<file path="config.mk">
export PLATFORM = sky130hd
export DESIGN_NAME = scan_ring_pointer_manager_unit
export DESIGN_NICKNAME = d
export VERILOG_FILES = /design/src/srpm_pkg.sv /design/src/scan_ring_pointer_manager_unit.sv /design/src/srpm_ctrl.sv /design/src/srpm_datapath.sv
export SDC_FILE = /design/constraint.sdc
export NUM_CORES = 1
export LEC_CHECK = 0
export BUFFER_PORTS_ARGS = -buffer_cell sky130_fd_sc_hd__buf_4
export CAP_MARGIN = 20
export CORE_ASPECT_RATIO = 2
export CORE_MARGIN = 4
export CORE_UTILIZATION = 33
export CTS_CLUSTER_SIZE = 28
export DETAILED_ROUTE_END_ITERATION = 6
export GPL_TIMING_DRIVEN = 0
export PLACE_DENSITY = 0.55
export SLEW_MARGIN = 20
export SYNTH_ARGS = -nofsm -noshare
export SYNTH_HDL_FRONTEND = slang
export SYNTH_SLANG_ARGS = --single-unit
</file>
<file path="constraint.sdc">
create_clock -name clk -period 14.45 [get_ports clk]
set_clock_uncertainty 0.15 [all_clocks]
set_input_delay 2.89 -clock clk [delete_from_list [all_inputs] [get_ports clk]]
set_output_delay 2.89 -clock clk [all_outputs]
set_load 0.02 [all_outputs]
</file>
<file path="src/srpm_pkg.sv">
`timescale 1ns / 1ps
// ----------------------------------------------------------------------------
// srpm_pkg
// shared types and constants for the ring pointer manager
// ----------------------------------------------------------------------------
package srpm_pkg;

  localparam int AREA_WIDTH_DEF  = 2048;
  localparam int AREA_HEIGHT_DEF = 2048;
  localparam int SCAN_DEPTH_DEF  = 4096;
  localparam int LINE_DEPTH_DEF  = 2048;

  localparam int XW = 11;
  localparam int AW = 22;
  localparam int SW = 12;
  localparam int LW = 11;

  typedef enum logic [3:0] {
    FN_BEGIN_DATA = 4'd0,
    FN_END_DATA   = 4'd1,
    FN_BEGIN_SCAN = 4'd2,
    FN_END_SCAN   = 4'd3,
    FN_ANNOUNCE   = 4'd4,
    FN_TAKE_AREA  = 4'd5,
    FN_COMPLETE   = 4'd6,
    FN_OWNER      = 4'd7,
    FN_ATTACH     = 4'd8
  } func_t;

  localparam logic [1:0] ST_OK      = 2'd0;
  localparam logic [1:0] ST_FAIL    = 2'd1;
  localparam logic [1:0] ST_IGNORED = 2'd2;

  localparam logic [1:0] CFG_DUB  = 2'd0;
  localparam logic [1:0] CFG_SCAN = 2'd1;
  localparam logic [1:0] CFG_LINE = 2'd2;

  typedef enum logic [1:0] {
    S_IDLE,
    S_DIV,
    S_EXEC
  } state_t;

  typedef struct packed {
    logic div_start;
    logic exec;
  } cmd_t;

  typedef struct packed {
    logic div_done;
    logic need_div;
  } stat_t;

endpackage

</file>
<file path="src/scan_ring_pointer_manager_unit.sv">
`timescale 1ns / 1ps
// ----------------------------------------------------------------------------
// scan_ring_pointer_manager_unit
// producer/consumer pointer manager for a pixel area, a scan ring, a line ring
// ----------------------------------------------------------------------------
// usage
//   a request is taken when start is high and busy is low; the in_ ports
//   carry the command and its operands
//   exactly one result follows each request, shown on the out_ ports for one
//   cycle with out_valid high; the receiver cannot hold it off
//   data grant, scan grant and announce run a 13-step restoring divider
//   (alignment pad or ring successor), then the execute state, which sets
//   out_valid through a register
//   every other command goes straight to the execute state; out_valid rises
//   as busy falls, so the next request can be taken while it is shown
//   busy stays high until the execute cycle has passed
//   configuration writes (cfg_we, cfg_index, cfg_data) are registered;
//   the user must make them only while the unit is idle, which the unit
//   does not enforce; synchronous active-low reset clears all pointers, flags
//   and the sequencer, and restores the ring size registers to full depth
// ----------------------------------------------------------------------------
module scan_ring_pointer_manager_unit
  import srpm_pkg::*;
#(
  parameter int AREA_WIDTH  = AREA_WIDTH_DEF,
  parameter int AREA_HEIGHT = AREA_HEIGHT_DEF,
  parameter int SCAN_DEPTH  = SCAN_DEPTH_DEF,
  parameter int LINE_DEPTH  = LINE_DEPTH_DEF
) (
  input  logic        clk,
  input  logic        rst_n,
  input  logic        start,
  output logic        busy,
  input  logic        cfg_we,
  input  logic [1:0]  cfg_index,
  input  logic [12:0] cfg_data,
  input  logic [3:0]  in_func,
  input  logic [10:0] in_length,
  input  logic [10:0] in_alignment,
  input  logic        in_vretrace_end,
  input  logic        in_visible,
  input  logic [10:0] in_done_line,
  input  logic [11:0] in_done_scan,
  input  logic [10:0] in_done_x,
  input  logic [10:0] in_done_y,
  output logic        out_valid,
  output logic [1:0]  out_status,
  output logic [10:0] out_addr_x,
  output logic [10:0] out_addr_y,
  output logic [11:0] out_scan_slot,
  output logic [10:0] out_line_slot,
  output logic [11:0] out_first_scan,
  output logic        out_first_in_frame,
  output logic        out_prev_frame_complete,
  output logic        out_line_committed,
  output logic [10:0] out_end_line,
  output logic [11:0] out_end_scan,
  output logic [21:0] out_end_addr
);

  cmd_t  cmd;
  stat_t stat;

  // sequencer: idle, divide, execute
  srpm_ctrl u_ctrl (
    .clk   (clk),
    .rst_n (rst_n),
    .start (start),
    .stat  (stat),
    .cmd   (cmd),
    .busy  (busy)
  );

  // pointer sets and result registers; area width sets the row wrap point
  srpm_datapath #(
    .AREA_WIDTH  (AREA_WIDTH),
    .AREA_HEIGHT (AREA_HEIGHT),
    .SCAN_DEPTH  (SCAN_DEPTH),
    .LINE_DEPTH  (LINE_DEPTH)
  ) u_dp (
    .clk                     (clk),
    .rst_n                   (rst_n),
    .cmd                     (cmd),
    .stat                    (stat),
    .cfg_we                  (cfg_we),
    .cfg_index               (cfg_index),
    .cfg_data                (cfg_data),
    .in_func                 (in_func),
    .in_length               (in_length),
    .in_alignment            (in_alignment),
    .in_vretrace_end         (in_vretrace_end),
    .in_visible              (in_visible),
    .in_done_line            (in_done_line),
    .in_done_scan            (in_done_scan),
    .in_done_x               (in_done_x),
    .in_done_y               (in_done_y),
    .out_valid               (out_valid),
    .out_status              (out_status),
    .out_addr_x              (out_addr_x),
    .out_addr_y              (out_addr_y),
    .out_scan_slot           (out_scan_slot),
    .out_line_slot           (out_line_slot),
    .out_first_scan          (out_first_scan),
    .out_first_in_frame      (out_first_in_frame),
    .out_prev_frame_complete (out_prev_frame_complete),
    .out_line_committed      (out_line_committed),
    .out_end_line            (out_end_line),
    .out_end_scan            (out_end_scan),
    .out_end_addr            (out_end_addr)
  );

endmodule

</file>
<file path="src/srpm_ctrl.sv">
`timescale 1ns / 1ps
// ----------------------------------------------------------------------------
// srpm_ctrl
// sequencer: waits for a request, runs the divider when needed, executes
// ----------------------------------------------------------------------------
module srpm_ctrl
  import srpm_pkg::*;
(
  input  logic  clk,
  input  logic  rst_n,
  input  logic  start,
  input  stat_t stat,
  output cmd_t  cmd,
  output logic  busy
);

  state_t state_r, state_nxt;

  always_ff @(posedge clk) begin
    if (!rst_n) begin
      state_r <= S_IDLE;
    end else begin
      state_r <= state_nxt;
    end
  end

  always_comb begin
    state_nxt     = state_r;
    cmd.div_start = 1'b0;
    cmd.exec      = 1'b0;
    busy          = 1'b1;
    unique case (state_r)
      S_IDLE: begin
        busy = 1'b0;
        if (start) begin
          cmd.div_start = 1'b1;
          state_nxt     = stat.need_div ? S_DIV : S_EXEC;
        end
      end
      S_DIV: begin
        if (stat.div_done) begin
          state_nxt = S_EXEC;
        end
      end
      S_EXEC: begin
        cmd.exec  = 1'b1;
        state_nxt = S_IDLE;
      end
      default: state_nxt = S_IDLE;
    endcase
  end

endmodule

</file>
<file path="src/srpm_datapath.sv">
`timescale 1ns / 1ps
// ----------------------------------------------------------------------------
// srpm_datapath
// pointer sets, shared remainder divider and command execution
// ----------------------------------------------------------------------------
module srpm_datapath
  import srpm_pkg::*;
#(
  parameter int AREA_WIDTH  = AREA_WIDTH_DEF,
  parameter int AREA_HEIGHT = AREA_HEIGHT_DEF,
  parameter int SCAN_DEPTH  = SCAN_DEPTH_DEF,
  parameter int LINE_DEPTH  = LINE_DEPTH_DEF
) (
  input  logic          clk,
  input  logic          rst_n,
  input  cmd_t          cmd,
  output stat_t         stat,
  input  logic          cfg_we,
  input  logic [1:0]    cfg_index,
  input  logic [12:0]   cfg_data,
  input  logic [3:0]    in_func,
  input  logic [10:0]   in_length,
  input  logic [10:0]   in_alignment,
  input  logic          in_vretrace_end,
  input  logic          in_visible,
  input  logic [10:0]   in_done_line,
  input  logic [11:0]   in_done_scan,
  input  logic [10:0]   in_done_x,
  input  logic [10:0]   in_done_y,
  output logic          out_valid,
  output logic [1:0]    out_status,
  output logic [10:0]   out_addr_x,
  output logic [10:0]   out_addr_y,
  output logic [11:0]   out_scan_slot,
  output logic [10:0]   out_line_slot,
  output logic [11:0]   out_first_scan,
  output logic          out_first_in_frame,
  output logic          out_prev_frame_complete,
  output logic          out_line_committed,
  output logic [10:0]   out_end_line,
  output logic [11:0]   out_end_scan,
  output logic [21:0]   out_end_addr
);

  localparam int SCAN_CAP = (SCAN_DEPTH < 4096) ? SCAN_DEPTH : 4096;
  localparam int LINE_CAP = (LINE_DEPTH < 2048) ? LINE_DEPTH : 2048;
  localparam logic [22:0] AREA_MOD  = 23'(AREA_HEIGHT) << XW;
  localparam logic [12:0] AREA_SPAN = 13'(AREA_WIDTH);

  // configuration
  logic [2:0]  dub_r;
  logic [12:0] ssz_cfg_r;
  logic [11:0] lsz_cfg_r;

  // latched request
  logic [3:0]  func_r;
  logic [10:0] len_r, aln_r;
  logic        vret_r, vis_r;
  logic [10:0] dline_r, dx_r, dy_r;
  logic [11:0] dscan_r;

  // pointer state
  logic [21:0] wr_area_r, sub_area_r, rd_area_r, ah_area_r, vend_r;
  logic [11:0] wr_scan_r, sub_scan_r, rd_scan_r, ah_scan_r;
  logic [10:0] wr_line_r, sub_line_r, rd_line_r, ah_line_r;
  logic        fail_r, dpend_r, spend_r, vis_out_r, attached_r;
  logic [12:0] sol_r;
  logic        ff_first_r, ff_comp_r, ff_prev_r;

  // effective ring sizes
  logic [12:0] ssz;
  logic [11:0] lsz;
  always_comb begin
    ssz = (ssz_cfg_r < 13'd2) ? 13'd2 : ssz_cfg_r;
    if (ssz > 13'(SCAN_CAP)) ssz = 13'(SCAN_CAP);
    lsz = (lsz_cfg_r < 12'd2) ? 12'd2 : lsz_cfg_r;
    if (lsz > 12'(LINE_CAP)) lsz = 12'(LINE_CAP);
  end

  // restoring divider, remainder only: alignment pad, next scan, next line
  logic [12:0] div_rem_r;
  logic [12:0] div_num_r;
  logic [12:0] div_den_r;
  logic [3:0]  div_cnt_r;
  logic        div_run_r;
  logic [10:0] aln_eff;
  logic [12:0] div_num_in, div_den_in;
  logic [12:0] rem_shift;

  assign aln_eff       = (in_alignment == 11'd0) ? 11'd1 : in_alignment;
  assign stat.need_div = (in_func == FN_BEGIN_DATA) || (in_func == FN_BEGIN_SCAN) ||
                         (in_func == FN_ANNOUNCE);
  assign stat.div_done = div_run_r && (div_cnt_r == 4'd0);
  assign rem_shift     = {div_rem_r[11:0], div_num_r[12]};

  // operands picked by the request being taken
  always_comb begin
    if (in_func == FN_BEGIN_SCAN) begin
      div_num_in = 13'(wr_scan_r) + 13'd1;
      div_den_in = ssz;
    end else if (in_func == FN_ANNOUNCE) begin
      div_num_in = 13'(wr_line_r) + 13'd1;
      div_den_in = 13'(lsz);
    end else begin
      div_num_in = 13'(wr_area_r[10:0]) + 13'd1;
      div_den_in = 13'(aln_eff);
    end
  end

  always_ff @(posedge clk) begin
    if (!rst_n) begin
      div_run_r <= 1'b0;
      div_cnt_r <= '0;
    end else if (cmd.div_start) begin
      div_run_r <= stat.need_div;
      div_cnt_r <= 4'd13;
      div_rem_r <= '0;
      div_num_r <= div_num_in;
      div_den_r <= div_den_in;
    end else if (div_run_r && div_cnt_r != 4'd0) begin
      div_cnt_r <= div_cnt_r - 4'd1;
      div_num_r <= {div_num_r[11:0], 1'b0};
      if (rem_shift >= div_den_r) begin
        div_rem_r <= rem_shift - div_den_r;
      end else begin
        div_rem_r <= rem_shift;
      end
    end else if (cmd.exec) begin
      div_run_r <= 1'b0;
    end
  end

  always_ff @(posedge clk) begin
    if (cmd.div_start) begin
      func_r  <= in_func;
      len_r   <= in_length;
      aln_r   <= aln_eff;
      vret_r  <= in_vretrace_end;
      vis_r   <= in_visible;
      dline_r <= in_done_line;
      dscan_r <= in_done_scan;
      dx_r    <= in_done_x;
      dy_r    <= in_done_y;
    end
  end

  // data grant arithmetic
  logic [12:0] bd_s, bd_e;
  logic [10:0] bd_y;
  logic [21:0] bd_end, bd_dend, bd_dprev, bd_wr;
  logic        bd_ok;
  logic [11:0] pad;
  always_comb begin
    pad  = (div_rem_r == 13'd0) ? 12'd0 : 12'(aln_r) - div_rem_r[11:0];
    bd_y = wr_area_r[21:11];
    bd_s = 13'(wr_area_r[10:0]) + 13'd1 + 13'(pad);
    bd_e = bd_s + 13'd1 + 13'(len_r);
    if (bd_e > AREA_SPAN) begin
      bd_y = (12'(bd_y) + 12'd1 >= 12'(AREA_HEIGHT)) ? 11'd0 : bd_y + 11'd1;
      bd_s = 13'(aln_r);
      bd_e = bd_s + 13'd1 + 13'(len_r);
    end
    bd_end   = 22'({bd_y, 11'd0} + 23'(bd_e));
    bd_wr    = 22'({bd_y, 11'd0} + 23'(bd_s));
    bd_dend  = bd_end - rd_area_r;
    bd_dprev = wr_area_r - rd_area_r;
    bd_ok    = !(bd_dend < bd_dprev);
  end

  // data run advance
  logic [22:0] ed_sum;
  assign ed_sum = 23'(wr_area_r) + 23'(len_r) + 23'd1;

  // ring successors, taken from the divider remainder
  logic [11:0] scan_next;
  logic [10:0] line_next;
  assign scan_next = div_rem_r[11:0];
  assign line_next = div_rem_r[10:0];

  always_ff @(posedge clk) begin
    if (!rst_n) begin
      dub_r <= '0; ssz_cfg_r <= 13'd4096; lsz_cfg_r <= 12'd2048;
      wr_area_r <= '0; wr_scan_r <= '0; wr_line_r <= '0;
      sub_area_r <= '0; sub_scan_r <= '0; sub_line_r <= '0;
      rd_area_r <= '0; rd_scan_r <= '0; rd_line_r <= '0;
      ah_area_r <= '0; ah_scan_r <= '0; ah_line_r <= '0;
      fail_r <= 1'b0; dpend_r <= 1'b0; spend_r <= 1'b0;
      vis_out_r <= 1'b0; attached_r <= 1'b0; vend_r <= '0; sol_r <= '0;
      ff_first_r <= 1'b0; ff_comp_r <= 1'b0; ff_prev_r <= 1'b0;
      out_valid <= 1'b0;
    end else begin
      out_valid <= cmd.exec;
      if (cfg_we) begin
        unique case (cfg_index)
          CFG_DUB:  dub_r <= cfg_data[2:0];
          CFG_SCAN: ssz_cfg_r <= cfg_data;
          CFG_LINE: lsz_cfg_r <= cfg_data[11:0];
          default: ;
        endcase
      end
      if (cmd.exec) begin
        out_status <= ST_IGNORED;
        out_addr_x <= '0; out_addr_y <= '0; out_scan_slot <= '0;
        out_line_slot <= '0; out_first_scan <= '0; out_first_in_frame <= 1'b0;
        out_prev_frame_complete <= 1'b0; out_line_committed <= 1'b0;
        out_end_line <= '0; out_end_scan <= '0; out_end_addr <= '0;
        unique case (func_r)
          FN_BEGIN_DATA: begin
            out_status <= ST_FAIL;
            if (!fail_r) begin
              if (!attached_r || dub_r == 3'd0 || !bd_ok) begin
                fail_r <= 1'b1;
              end else begin
                out_status <= ST_OK;
                dpend_r    <= 1'b1;
                wr_area_r  <= bd_wr;
                vend_r     <= bd_wr;
                out_addr_x <= bd_wr[10:0];
                out_addr_y <= bd_wr[21:11];
              end
            end
          end
          FN_END_DATA: begin
            if (dpend_r) begin
              dpend_r    <= 1'b0;
              out_addr_x <= vend_r[10:0];
              out_addr_y <= vend_r[21:11];
              if (fail_r) begin
                out_status <= ST_FAIL;
              end else begin
                out_status <= ST_OK;
                wr_area_r  <= (ed_sum >= AREA_MOD) ? 22'(ed_sum - AREA_MOD) : ed_sum[21:0];
              end
            end
          end
          FN_BEGIN_SCAN: begin
            out_status <= ST_FAIL;
            if (fail_r) begin
              spend_r <= 1'b0;
            end else if (scan_next == rd_scan_r) begin
              fail_r <= 1'b1; spend_r <= 1'b0;
            end else begin
              out_status    <= ST_OK;
              out_scan_slot <= wr_scan_r;
              out_line_slot <= wr_line_r;
              wr_scan_r     <= scan_next;
              if (sol_r != 13'h1fff) sol_r <= sol_r + 13'd1;
              spend_r       <= 1'b1;
            end
          end
          FN_END_SCAN: begin
            if (spend_r) begin
              spend_r       <= 1'b0;
              out_addr_x    <= vend_r[10:0];
              out_addr_y    <= vend_r[21:11];
              out_line_slot <= wr_line_r;
              out_status    <= ST_OK;
            end
          end
          FN_ANNOUNCE: begin
            if (vret_r) begin
              ff_first_r <= 1'b1; ff_prev_r <= ff_comp_r; ff_comp_r <= 1'b1;
            end
            if (vis_out_r != vis_r) begin
              vis_out_r     <= vis_r;
              out_line_slot <= wr_line_r;
              if (vis_r) begin
                fail_r <= (line_next == rd_line_r);
                if (line_next == rd_line_r) begin
                  out_status <= ST_FAIL;
                end else begin
                  out_status <= ST_OK;
                  sol_r      <= '0;
                end
              end else if (!fail_r && sol_r != 13'd0) begin
                out_status              <= ST_OK;
                out_first_scan          <= sub_scan_r;
                out_first_in_frame      <= vret_r | ff_first_r;
                out_prev_frame_complete <= vret_r ? ff_comp_r : ff_prev_r;
                out_line_committed      <= 1'b1;
                ff_first_r              <= 1'b0;
                wr_line_r  <= line_next;
                sub_line_r <= line_next;
                sub_scan_r <= wr_scan_r;
                sub_area_r <= wr_area_r;
              end else begin
                wr_area_r <= sub_area_r; wr_scan_r <= sub_scan_r;
                wr_line_r <= sub_line_r;
                if (fail_r) begin
                  ff_comp_r  <= 1'b0;
                  out_status <= ST_FAIL;
                end else begin
                  out_status <= ST_OK;
                end
              end
            end
          end
          FN_TAKE_AREA: begin
            out_status    <= ST_OK;
            out_addr_x    <= ah_area_r[10:0];
            out_addr_y    <= ah_area_r[21:11];
            out_scan_slot <= ah_scan_r;
            out_line_slot <= ah_line_r;
            out_end_line  <= sub_line_r;
            out_end_scan  <= sub_scan_r;
            out_end_addr  <= sub_area_r;
            ah_area_r <= sub_area_r; ah_scan_r <= sub_scan_r; ah_line_r <= sub_line_r;
          end
          FN_COMPLETE: begin
            out_status <= ST_OK;
            rd_line_r  <= dline_r;
            rd_scan_r  <= dscan_r;
            rd_area_r  <= {dy_r, dx_r};
          end
          FN_OWNER: begin
            out_status <= ST_OK;
            fail_r <= 1'b1; spend_r <= 1'b0;
          end
          FN_ATTACH: begin
            out_status <= ST_OK;
            attached_r <= 1'b1;
            wr_area_r <= '0; wr_scan_r <= '0; wr_line_r <= '0;
            sub_area_r <= '0; sub_scan_r <= '0; sub_line_r <= '0;
            rd_area_r <= '0; rd_scan_r <= '0; rd_line_r <= '0;
            fail_r <= 1'b1; spend_r <= 1'b0;
          end
          default: ;
        endcase
      end
    end
  end

endmodule
</file>
==> results.md, run 1 <==
- Status: finished, final reports clean
- Initial antenna violation count: 4
- Fillers: 8064
- Worst Path Required: 14.74 ns
- Sw Pwr: 0.00158 W
- DR vias: 21990
- Top cells by area, synth: edfxtp_1 (25%), dfxtp_1 (19%), ha_1 (7.7%)
- Share of cells above drive strength 1: 10.8%
- Synth Cell Area: 26400 um2
- Setup violators final: 0
- Overall routing resource usage: 20.3%
- Synth cell types: 94
- Die height: 408 um
- Post-synth EDFFs: 219
- Net Sw Frac: 35.7%
- Slew @ Worst Pin: 1.22 ns
- Final hold violation count: 0
- Core area: 79300 um2
- Placed insts: 4069
- Cell Count, Final, Fillers Out: 4149
- Top-area cell type share of the netlist area: 24.9%
- CTS sink count: 467
- Final Critical Period: 13.64 ns
- Gate Count Post-Synth: 2824
- Register-to-Register Setup Slack: 0.81 ns
- PortBufs: 200
- First DRT Iteration DRCs: 1359
- Unrepaired setup endpoints after global routing: false
- NumNets Final: 3342
- Die Width: 208 um
- HP Class: reg2reg
- Avg Inst Size Synth: 9.35 um2
- Stages on the worst setup path: 52
- Clock transition at the registers of the reported paths: 0.07 ns
- Cell internal pwr: 0.00286 W
- # Max-Cap Violations: 0
- Routed Antenna Nets: 0
- CTS tree: yes
- Average wire per standard cell: 21.5 um
- Yosys reg bits: 467
- GRT overflow: 0
- Asr flop ratio synth: 0%
- Combinational power share: 38.8%
- Startpoint Class: flip-flop
- Worst Setup EP: u_dp.wr_area_r[6]$_SDFFE_PN0P_
- VDD IR max: 0.0000857 V
- Clock network power share: 28.5%
- Most frequent cell on the critical path: a21oi_1
- Static Leak: 11.8 nW
- Yosys top cell by area: edfxtp_1
- Global-route wire length before repair: 134 mm
- Synth warn: 0
- Clock buffer count from CTS: 43
- Number of H-tree branching levels: 2
- Critical Path Fanout Max: 10
- Period Utilization, post-route: 94.4%
- R2R cell count: 52
- Setup TNS: 0 ns
- HPWL after DPL: 71.7 mm
- Final core utilization: 39.1%
- CTS Hold Bufs: 0
- Worst hold margin: 0.306 ns
- Critical-path top delay cell: a2111oi_1
- Slew margin rel.: 17.8%
- Ports: 201
- Worst Path Arrival: 13.93 ns
- Area delta synth->final: 17.3%
- CP Launch Point: u_dp.div_rem_r[2]$_SDFFCE_PP0P_
- Crit path capture type: flip-flop
- Delay-heaviest family, CP: compound AO/OA/AOI/OAI gates
- DRC: 0
- Syn_nets: 3089
- Reg2reg end: u_dp.wr_area_r[6]$_SDFFE_PN0P_
- Critical path's largest stage delay: 0.58 ns
- Count leader, synth: nand2_1
- WP buf/inv: 8
- Final Max Tran Viols: 0
- TritonRoute pass-1 iters: 6
- Clock Tree Buf Depth: 3
- Starting density of the core: 33.3%
- Critical hold path startpoint: u_dp.ah_scan_r[6]$_SDFFE_PN0P_
- Sequential cell area fraction in the yosys report: 43.7%
- Max Fclk: 73.3 MHz
- Commonest cells in the synthesized netlist: nand2_1 (339), dfxtp_1 (248), edfxtp_1 (219)
- Largest net degree at the start of global routing: 43
- Reg power frac: 32.7%
- Number of global-route vias before repair: 22340
- Cell Pwr Density: 143 nW/um2
- Die area: 84900 um2
- Final WL: 89.2 mm
- Vias per std cell: 5.30
- Worst-Skew Late Latency: 0.60 ns
- R2R Path Start: u_dp.div_rem_r[2]$_SDFFCE_PP0P_
- Crit Path Class: reg2reg
- Final GP Congestion: 0.928
- Hold Path Depth: 2
- Main synth FF type: dfxtp_1
- Root Buffer: clkbuf_16
- Cell Rows: 146
-- cell type report --
| type | instances | area [um2] | share of cell area [%] |
|---|---|---|---|
| antenna | 2 | 5.00 | 0.0161 |
| buffer | 169 | 657 | 2.12 |
| clock inverter | 27 | 355 | 1.15 |
| sequential | 467 | 11500 | 37.2 |
| multi-input combinational | 2061 | 13800 | 44.6 |
| inverter | 126 | 473 | 1.53 |
| tap | 1036 | 1300 | 4.18 |
| clock buffer | 52 | 1180 | 3.82 |
| timing repair buffer | 209 | 1660 | 5.35 |
-- layout by cell type (no fill, tap or decap), types with 10 or more instances in the layout --
cell type / n
inv_1: 124
a21oi_1: 173
o211a_1: 22
o21ai_0: 110
clkbuf_16: 46
nand3_1: 66
ha_1: 162
nor2_1: 186
and3_1: 76
a22oi_1: 101
o21bai_1: 18
a22o_1: 25
edfxtp_1: 219
a21o_1: 34
a31oi_1: 35
o211ai_1: 14
a21boi_0: 70
nor4_1: 11
o21a_1: 16
o22ai_1: 10
nand4_1: 23
mux2i_1: 42
and2_1: 27
xnor2_1: 112
buf_4: 202
clkbuf_1: 162
nor3_1: 45
xor2_1: 50
a211oi_1: 29
nor2b_1: 78
nand2_1: 339
fa_1: 11
nand2b_1: 16
nand3b_1: 10
dfxtp_1: 248
-- state kept, by name, indices dropped and copies added, names as in the netlist, 13 cells and up --
name	flops
u_dp.ssz_cfg_r	13
u_dp.wr_area_r	22
u_dp.rd_area_r	22
u_dp.div_num_r	13
u_dp.vend_r	22
u_dp.ah_area_r	22
u_dp.sol_r	13
u_dp.out_end_addr	22
u_dp.sub_area_r	22
u_dp.div_rem_r	13
u_dp.div_den_r	13
-- worst min path at each step --
stage	to	slack, ns
finish	u_dp.ah_scan_r[6]$_SDFFE_PN0P_	0.31
global route	u_dp.ah_scan_r[8]$_SDFFE_PN0P_	0.32
CTS	u_dp.ah_scan_r[6]$_SDFFE_PN0P_	0.31
detailed placement	u_dp.ah_scan_r[6]$_SDFFE_PN0P_	0.30
global placement	u_dp.ah_scan_r[9]$_SDFFE_PN0P_	0.29
floorplan	u_dp.ah_line_r[0]$_SDFFE_PN0P_	0.29
-- through the flow --
stage | total power, W | setup WS, ns | cell area [um2]
floorplan | 0.00272 | 3.51 | 26400
global placement | 0.00317 | -0.430 | 29200
detailed placement | 0.00319 | -0.486 | 29400
CTS | 0.00449 | 0.186 | 31000
global route | 0.00472 | 0.0136 | 31000
finish | 0.00444 | 0.808 | 31000
-- kinds of logic after synthesis --
kind of cell | Yosys count | share of synthesized area, %
and+or+nand+nor | 927 | 16.8
AOI/OAI and AO/OA | 752 | 19.4
DFF | 467 | 43.7
buffers and inverters | 296 | 4.27
adders and majority gates | 173 | 8.51
xor gates and xnor gates | 165 | 5.64
muxes | 44 | 1.68
-- per-layer routing --
layer	global-route usage, %	routed length, um	up-vias
met5	0	19	-
met4	12.6	6540	2
met3	2.63	3870	228
met2	36.7	45100	633
met1	22.2	33700	10438
li1	-	-	10689
-- worst min-delay path: cells and delay by family, from the launching register on --
family,cells,cell delay (ns)
compound gates,1,0.05
flops,1,0.31
simple gates,1,0.05
-- power groups by stage --
stage | Sequential, W | Clock, W | Combinational [W]
detailed placement | 0.00148 | 0 | 0.00171
global route | 0.00145 | 0.00134 | 0.00192
global placement | 0.00149 | 0 | 0.00169
CTS | 0.00145 | 0.00130 | 0.00174
floorplan | 0.00148 | 0 | 0.00124
finish | 0.00145 | 0.00126 | 0.00172
-- timing repair --
action | in CTS | in global routing
setup buffers | 0 | 0
resized for setup | 3 | 4
setup endpoints to repair | 39 | 37
Note: power is estimated with default switching activity, not from simulation.
==> inputs of run 2 (changes only) <==
--- a/config.mk
+++ b/config.mk
@@ -6,7 +6,7 @@
 export NUM_CORES = 1
 export LEC_CHECK = 0
 export BUFFER_PORTS_ARGS = -buffer_cell sky130_fd_sc_hd__buf_4
-export CAP_MARGIN = 20
+export CAP_MARGIN = 0
 export CORE_ASPECT_RATIO = 2
 export CORE_MARGIN = 4
 export CORE_UTILIZATION = 33
@@ -14,6 +14,7 @@
 export DETAILED_ROUTE_END_ITERATION = 6
 export GPL_TIMING_DRIVEN = 0
 export PLACE_DENSITY = 0.55
+export SETUP_SLACK_MARGIN = 0.2
 export SLEW_MARGIN = 20
 export SYNTH_ARGS = -nofsm -noshare
 export SYNTH_HDL_FRONTEND = slang
==> constraint.sdc (replaced) <==
create_clock -name clk -period 17.5 [get_ports clk]
set_clock_uncertainty 0.15 [all_clocks]
set_input_delay 3.5 -clock clk [delete_from_list [all_inputs] [get_ports clk]]
set_output_delay 3.5 -clock clk [all_outputs]
set_load 0.02 [all_outputs]
==> results.md, run 2 (synthesized netlist as in run 1, its figures left out) <==
- Status: finished, final reports clean (unchanged)
- CP Launch Point: u_dp.div_rem_r[2]$_SDFFCE_PP0P_ (unchanged)
- Critical hold path startpoint: u_dp.ah_line_r[8]$_SDFFE_PN0P_ (was u_dp.ah_scan_r[6]$_SDFFE_PN0P_)
- Fillers: 8049 (was 8064)
- Crit Path Class: reg2reg (unchanged)
- Max Fclk: 66.6 MHz (was 73.3 MHz)
- DRC: 0 (unchanged)
- Largest net degree at the start of global routing: 43 (unchanged)
- Number of global-route vias before repair: 22292 (was 22340)
- Total design power: 0.00363 W (was 0.00444 W)
- Cell Count, Final, Fillers Out: 4153 (was 4149)
- Worst Path Required: 17.84 ns (was 14.74 ns)
- Placement Setup Slack: 2.60 ns (was -0.486 ns)
- # Max-Cap Violations: 0 (unchanged)
- GRT overflow: 0 (unchanged)
- Worst Path Arrival: 15.36 ns (was 13.93 ns)
- Setup violators final: 0 (unchanged)
- Core area: 79300 um2 (unchanged)
- Sequential cell area: 11500 um2 (unchanged)
- Final Max Tran Viols: 0 (unchanged)
- Hold endpoint: u_dp.ah_line_r[8]$_SDFFE_PN0P_ (was u_dp.ah_scan_r[6]$_SDFFE_PN0P_)
- Area delta synth->final: 17.2% (was 17.3%)
- HPWL after DPL: 71.7 mm (about the same)
- Post-CTS Resized: 0 (was 3)
- CTS tree: yes (unchanged)
- Most frequent cell on the critical path: a21oi_1 (unchanged)
- Critical path's largest stage delay: 0.79 ns (was 0.58 ns)
- Ports: 201 (unchanged)
- Startpoint Class: flip-flop (unchanged)
- Unrepaired setup endpoints after global routing: false (unchanged)
- Starting density of the core: 33.3% (unchanged)
- Cell Rows: 146 (unchanged)
- R2R cell count: 54 (was 52)
- Die height: 408 um (unchanged)
- Average wire per standard cell: 21.6 um (was 21.5 um)
- Final Critical Period: 15.01 ns (was 13.64 ns)
- Post-CTS setup buffer count: 0 (unchanged)
- Final core utilization: 39.0% (was 39.1%)
- Final hold violation count: 0 (unchanged)
- Slew @ Worst Pin: 1.24 ns (was 1.22 ns)
- Placed insts: 4069 (unchanged)
- Slew margin rel.: 17.2% (was 17.8%)
- Crit path capture type: flip-flop (unchanged)
- Final worst setup slack: 2.49 ns (was 0.808 ns)
- Clock buffer count from CTS: 44 (was 43)
- TritonRoute pass-1 iters: 6 (unchanged)
- Die Width: 208 um (unchanged)
- First DRT Iteration DRCs: 1413 (was 1359)
- Critical Path Fanout Max: 10 (unchanged)
- Clock Tree Buf Depth: 3 (unchanged)
- PortBufs: 200 (unchanged)
- Routed Antenna Nets: 0 (unchanged)
- Final WL: 89.6 mm (was 89.2 mm)
- Commonest non-fill, non-tap cell in the layout: nand2_1 (unchanged)
- Die area: 84900 um2 (unchanged)
- Setup TNS: 0 ns (unchanged)
- Static Leak: 11.8 nW (about the same)
- DR vias: 21999 (was 21990)
- Number of H-tree branching levels: 2 (unchanged)
- Commonest non-fill, non-tap cells in the layout: nand2_1 (339), dfxtp_1 (248), edfxtp_1 (219) (unchanged)
- Worst-Skew Late Latency: 0.61 ns (was 0.60 ns)
- Cell Pwr Density: 117 nW/um2 (was 143 nW/um2)
- Initial antenna violation count: 5 (was 4)
- Global-route wire length before repair: 135 mm (was 134 mm)
- R2R Path Start: u_dp.div_rem_r[2]$_SDFFCE_PP0P_ (unchanged)
- Reg2reg end: u_dp.wr_area_r[6]$_SDFFE_PN0P_ (unchanged)
- Share of cells above drive strength 1: 10.8% (about the same)
- VDD IR max: 0.0000607 V (was 0.0000857 V)
- Register-to-Register Setup Slack: 2.49 ns (was 0.81 ns)
- Overall routing resource usage: 20.3% (about the same)
- Multi-input gate area: 13800 um2 (about the same)
- Hold Path Depth: 2 (unchanged)
- HP Class: reg2reg (unchanged)
- NumNets Final: 3344 (was 3342)
- CTS Hold Bufs: 0 (unchanged)
- Critical-path top delay cell: a311oi_1 (was a2111oi_1)
- Period Utilization, post-route: 85.8% (was 94.4%)
- Root Buffer: clkbuf_16 (unchanged)
- CTS sink count: 467 (unchanged)
- Vias per std cell: 5.30 (about the same)
- Final GP Congestion: 0.928 (unchanged)
- Clock transition at the registers of the reported paths: 0.07 ns (about the same)
## run 2: changes by cell type in the layout (fill, tap and decap cells not counted), moves of 2 or more
| cell | change |
|---|---|
| clkbuf_1 | -2 |
| clkinvlp_4 | +4 |
| clkinv_2 | +2 |
| nor2_1 | +2 |
| bufinv_16 | -2 |
## run 2: cell type report
type	instances	share of cell area, %
plain buffers	170	2.13
repair buffers	209	5.36
well taps	1036	4.19
clock buffers	47	3.69
inverters	126	1.53
multi-input cells	2061	44.6
clock inverters	35	1.22
flip-flops and latches	467	37.3
diodes	2	0.0162
## run 2: routing by layer
metal  track usage (%)  up-vias  wire length (um)
met3              2.58      210              3740
met1              22.3    10449             34000
met4              11.9        4              6110
li1                  -    10704                 -
met2              37.2      632             45700
met5                 0        -                28
## run 2: stage by stage
stage / hold slack, ns / area [um2]
finish: 0.304 / 31000
global route: 0.322 / 31000
CTS: 0.306 / 30900
detailed placement: 0.297 / 29400
global placement: 0.292 / 29200
floorplan: 0.287 / 26400
## run 2: how the worst max path moves through the flow
stage                                                 end  cells after the start
after floorplan           u_dp.wr_area_r[20]$_SDFFE_PN0P_                     55
after global placement     u_dp.wr_area_r[6]$_SDFFE_PN0P_                     54
after detailed placement   u_dp.wr_area_r[6]$_SDFFE_PN0P_                     54
after CTS                  u_dp.wr_area_r[6]$_SDFFE_PN0P_                     54
after global routing       u_dp.wr_area_r[6]$_SDFFE_PN0P_                     54
final                      u_dp.wr_area_r[6]$_SDFFE_PN0P_                     54
## run 2: worst max-delay path: cells and delay by family, from the launching register on
kind	cells	cell delay (ns)
AND/OR/NAND/NOR	8	1.83
AO/OA/AOI/OAI	28	6.88
buffers and inverters	7	2.41
flip-flops	1	0.36
adder cells (fa/ha/maj)	7	2.38
XOR/XNOR	4	0.87
## run 2: power breakdown
part | total, W | switching (W) | leakage (nW) | internal [W]
combinational | 0.00141 | 0.000827 | 6.97 | 0.000587
clock | 0.00102 | 0.000463 | 0.709 | 0.000558
sequential | 0.00120 | 0.0000238 | 4.08 | 0.00117
total | 0.00363 | 0.00131 | 11.8 | 0.00232
==> inputs of run 3 (changes only) <==
--- a/config.mk
+++ b/config.mk
@@ -18,4 +18,6 @@
 export SLEW_MARGIN = 20
 export SYNTH_ARGS = -nofsm -noshare
 export SYNTH_HDL_FRONTEND = slang
+export SYNTH_HIERARCHICAL = 1
 export SYNTH_SLANG_ARGS = --single-unit
+export TNS_END_PERCENT = 50
==> results.md, run 3 <==
- PortBufs: 200 (unchanged)
- Area delta synth->final: 17.9% (was 17.2%)
- Critical-path top delay cell: a2111oi_0 (was a311oi_1)
- Slew @ Worst Pin: 1.12 ns (was 1.24 ns)
- Worst-Skew Late Latency: 0.60 ns (was 0.61 ns)
- Worst Path Required: 17.81 ns (was 17.84 ns)
- Critical Path Fanout Max: 10 (unchanged)
- Main synth FF type: dfxtp_1 (unchanged)
- DR vias: 21820 (was 21999)
- CP Launch Point: u_dp/div_rem_r[7]$_SDFFCE_PP0P_ (was u_dp.div_rem_r[2]$_SDFFCE_PP0P_)
- HP Class: reg2reg (unchanged)
- Final Critical Period: 14.59 ns (was 15.01 ns)
- DRC: 2 (was 0)
- Commonest non-fill, non-tap cell in the layout: nand2_1 (unchanged)
- Register-to-Register Setup Slack: 2.91 ns (was 2.49 ns)
- Final core utilization: 39.4% (was 39.0%)
- Initial antenna violation count: 0 (was 5)
- Commonest non-fill, non-tap cells in the layout: nand2_1 (309), nor2_1 (291), dfxtp_1 (248) (was nand2_1 (339), dfxtp_1 (248), edfxtp_1 (219))
- Slew margin rel.: 25.3% (was 17.2%)
- Sequential cell area fraction in the yosys report: 44.7% (was 43.7%)
- Largest net degree at the start of global routing: 32 (was 43)
- Number of global-route vias before repair: 22228 (was 22292)
- Post-synth EDFFs: 219 (unchanged)
- Vias per std cell: 5.31 (was 5.30)
- Routed Antenna Nets: 0 (unchanged)
- Stages on the worst setup path: 51 (was 54)
- Share of cells above drive strength 1: 10.8% (about the same)
- Delay-heaviest family, CP: compound AO/OA/AOI/OAI gates (unchanged)
- Avg Inst Size Synth: 9.27 um2 (was 9.35 um2)
- Worst Path Arrival: 14.89 ns (was 15.36 ns)
- Routed metal-1 wirelength: 32.7 mm (was 34.0 mm)
- Count leader, synth: nand2_1 (unchanged)
- Routed wire length on met3: 3.75 mm (was 3.74 mm)
- Met2 wire len: 47.6 mm (was 45.7 mm)
- Post-CTS setup buffer count: 0 (unchanged)
- Startpoint Class: flip-flop (unchanged)
- Average wire per standard cell: 22.1 um (was 21.6 um)
- VDD IR max: 0.0000774 V (was 0.0000607 V)
- Uppermost layer routed: met4 (was met5)
- Synth cell types: 89 (was 94)
- Most frequent cell on the critical path: a21oi_1 (unchanged)
- Number of H-tree branching levels: 2 (unchanged)
- Overall routing resource usage: 21.3% (was 20.3%)
- HPWL after DPL: 71.9 mm (was 71.7 mm)
- Global-route wire length before repair: 135 mm (about the same)
- NumNets Final: 3311 (was 3344)
- Post-route design area: 30500 um2 (was 31000 um2)
- Cell Rows: 144 (was 146)
- Status: complete, but fails checks (was finished, final reports clean)
- Final Max Tran Viols: 0 (unchanged)
- CTS sink count: 467 (unchanged)
- # Max-Cap Violations: 0 (unchanged)
- Setup TNS: 0 ns (unchanged)
- Sequential cell area: 11500 um2 (unchanged)
- Worst Setup EP: u_dp/vend_r[15]$_SDFFE_PN0P_ (was u_dp.wr_area_r[6]$_SDFFE_PN0P_)
- Reg2reg end: u_dp/vend_r[15]$_SDFFE_PN0P_ (was u_dp.wr_area_r[6]$_SDFFE_PN0P_)
- R2R Path Start: u_dp/div_rem_r[7]$_SDFFCE_PP0P_ (was u_dp.div_rem_r[2]$_SDFFCE_PP0P_)
- Clock transition at the registers of the reported paths: 0.06 ns (was 0.07 ns)
- Final GP Congestion: 0.939 (was 0.928)
- Ports: 201 (unchanged)
- Gate Count Post-Synth: 2787 (was 2824)
- Yosys top cell by area: edfxtp_1 (unchanged)
- GRT overflow: 0 (unchanged)
- Crit Path Class: reg2reg (unchanged)
- Period Utilization, post-route: 83.4% (was 85.8%)
- Yosys reg bits: 467 (unchanged)
- Root Buffer: clkbuf_16 (unchanged)
- WP buf/inv: 10 (was 7)
- CTS Hold Bufs: 0 (unchanged)
- Antenna diodes: 0 (was 2)
- Top-area cell type share of the netlist area: 25.5% (was 24.9%)
- Worst hold margin: 0.305 ns (was 0.304 ns)
- Multi-input gate area: 13200 um2 (was 13800 um2)
- Post-DP Area: 28900 um2 (was 29400 um2)
- Unrepaired setup endpoints after global routing: false (unchanged)
- Commonest cells in the synthesized netlist: nand2_1 (309), nor2_1 (294), dfxtp_1 (248) (was nand2_1 (339), dfxtp_1 (248), edfxtp_1 (219))
- Synth Cell Area: 25800 um2 (was 26400 um2)
- Die Width: 206 um (was 208 um)
- Clock Tree Buf Depth: 3 (unchanged)
- Failing checks: DRC
- Static Leak: 11.5 nW (was 11.8 nW)
- Syn_nets: 3050 (was 3089)
- TritonRoute pass-1 iters: 7 (was 6)
- Cell Pwr Density: 114 nW/um2 (was 117 nW/um2)
- Final hold violation count: 0 (unchanged)
- Placement Setup Slack: 2.79 ns (was 2.60 ns)
- Asr flop ratio synth: 0% (unchanged)
- Starting density of the core: 33.4% (was 33.3%)
- Max Fclk: 68.5 MHz (was 66.6 MHz)
- Top cells by area, synth: edfxtp_1 (25%), dfxtp_1 (19%), ha_1 (7.8%) (was edfxtp_1 (25%), dfxtp_1 (19%), ha_1 (7.7%))
- Critical path's largest stage delay: 0.68 ns (was 0.79 ns)
- Setup violators final: 0 (unchanged)
- Crit path capture type: flip-flop (unchanged)
- Core area: 77300 um2 (was 79300 um2)
- Post-CTS Resized: 0 (unchanged)
- Synth warn: 6 (was 0)
- R2R cell count: 51 (was 54)
- Die area: 83100 um2 (was 84900 um2)
- Final worst setup slack: 2.91 ns (was 2.49 ns)
- Die height: 404 um (was 408 um)
- Final WL: 90.7 mm (was 89.6 mm)
- Fillers: 7699 (was 8049)
- First DRT Iteration DRCs: 1389 (was 1413)
- Clock buffer count from CTS: 46 (was 44)
- CTS tree: yes (unchanged)
run 3: worst min-delay path by stage:
stage	cells past startpoint	start	end	slack, ns
after CTS	2	u_dp/ah_line_r[5]$_SDFFE_PN0P_	u_dp/ah_line_r[5]$_SDFFE_PN0P_	0.31
after global placement	2	u_dp/ah_line_r[9]$_SDFFE_PN0P_	u_dp/ah_line_r[9]$_SDFFE_PN0P_	0.29
after global routing	2	u_dp/ah_line_r[3]$_SDFFE_PN0P_	u_dp/ah_line_r[3]$_SDFFE_PN0P_	0.33
after detailed placement	2	u_dp/ah_scan_r[10]$_SDFFE_PN0P_	u_dp/ah_scan_r[10]$_SDFFE_PN0P_	0.30
final	2	u_dp/ah_line_r[5]$_SDFFE_PN0P_	u_dp/ah_line_r[5]$_SDFFE_PN0P_	0.30
after floorplan	2	u_dp/ff_comp_r$_SDFFE_PN0P_	u_dp/ff_comp_r$_SDFFE_PN0P_	0.29
run 3: kinds of logic (layout without fill, tap and decap cells):
kind of cell,after synthesis,after routing,share of synthesized area (%)
fa+ha+maj,171,171,8.60
flops,467,467,44.7
compound gates,716,716,18.5
other cells,1,1,0.0145
mux,57,57,2.22
simple gates,916,916,16.2
buf+inv,302,601,4.44
xor+xnor,157,157,5.38
run 3: cell type report:
class / count / area share (%)
inverter: 142 / 1.75
tap: 1022 / 4.20
multi-input combinational: 2018 / 43.4
sequential: 467 / 37.9
buffer: 160 / 2.01
clock buffer: 58 / 4.14
clock inverter: 28 / 0.941
timing repair buffer: 213 / 5.71
run 3: layer usage:
| layer | up-vias | track usage [%] |
|---|---|---|
| met5 | - | 0 |
| met4 | 0 | 12.8 |
| met3 | 241 | 2.39 |
| met2 | 684 | 39.9 |
| met1 | 10373 | 22.3 |
| li1 | 10522 | - |
run 3: per-stage QoR:
stage	instances	total power, W
6_report	4108	0.00347
4_1_cts	4108	0.00352
3_3_place_gp	4009	0.00244
3_5_place_dp	4022	0.00246
2_1_floorplan	2787	0.00209
5_1_grt	4108	0.00370
run 3: worst reg2reg max path: cells and delay by family (launching register included):
family / cells / cell delay [ns]
AO/OA/AOI/OAI: 19 / 5.53
flip-flops: 1 / 0.40
buffers and inverters: 10 / 3.18
adder cells (fa/ha/maj): 6 / 1.71
multiplexers: 1 / 0.26
AND/OR/NAND/NOR: 12 / 2.45
XOR/XNOR: 3 / 0.73
run 3: report_power, final:
part           switching, W  internal, W
Sequential        0.0000291      0.00118
Combinational      0.000719     0.000506
Clock              0.000457     0.000588
Total               0.00121      0.00227
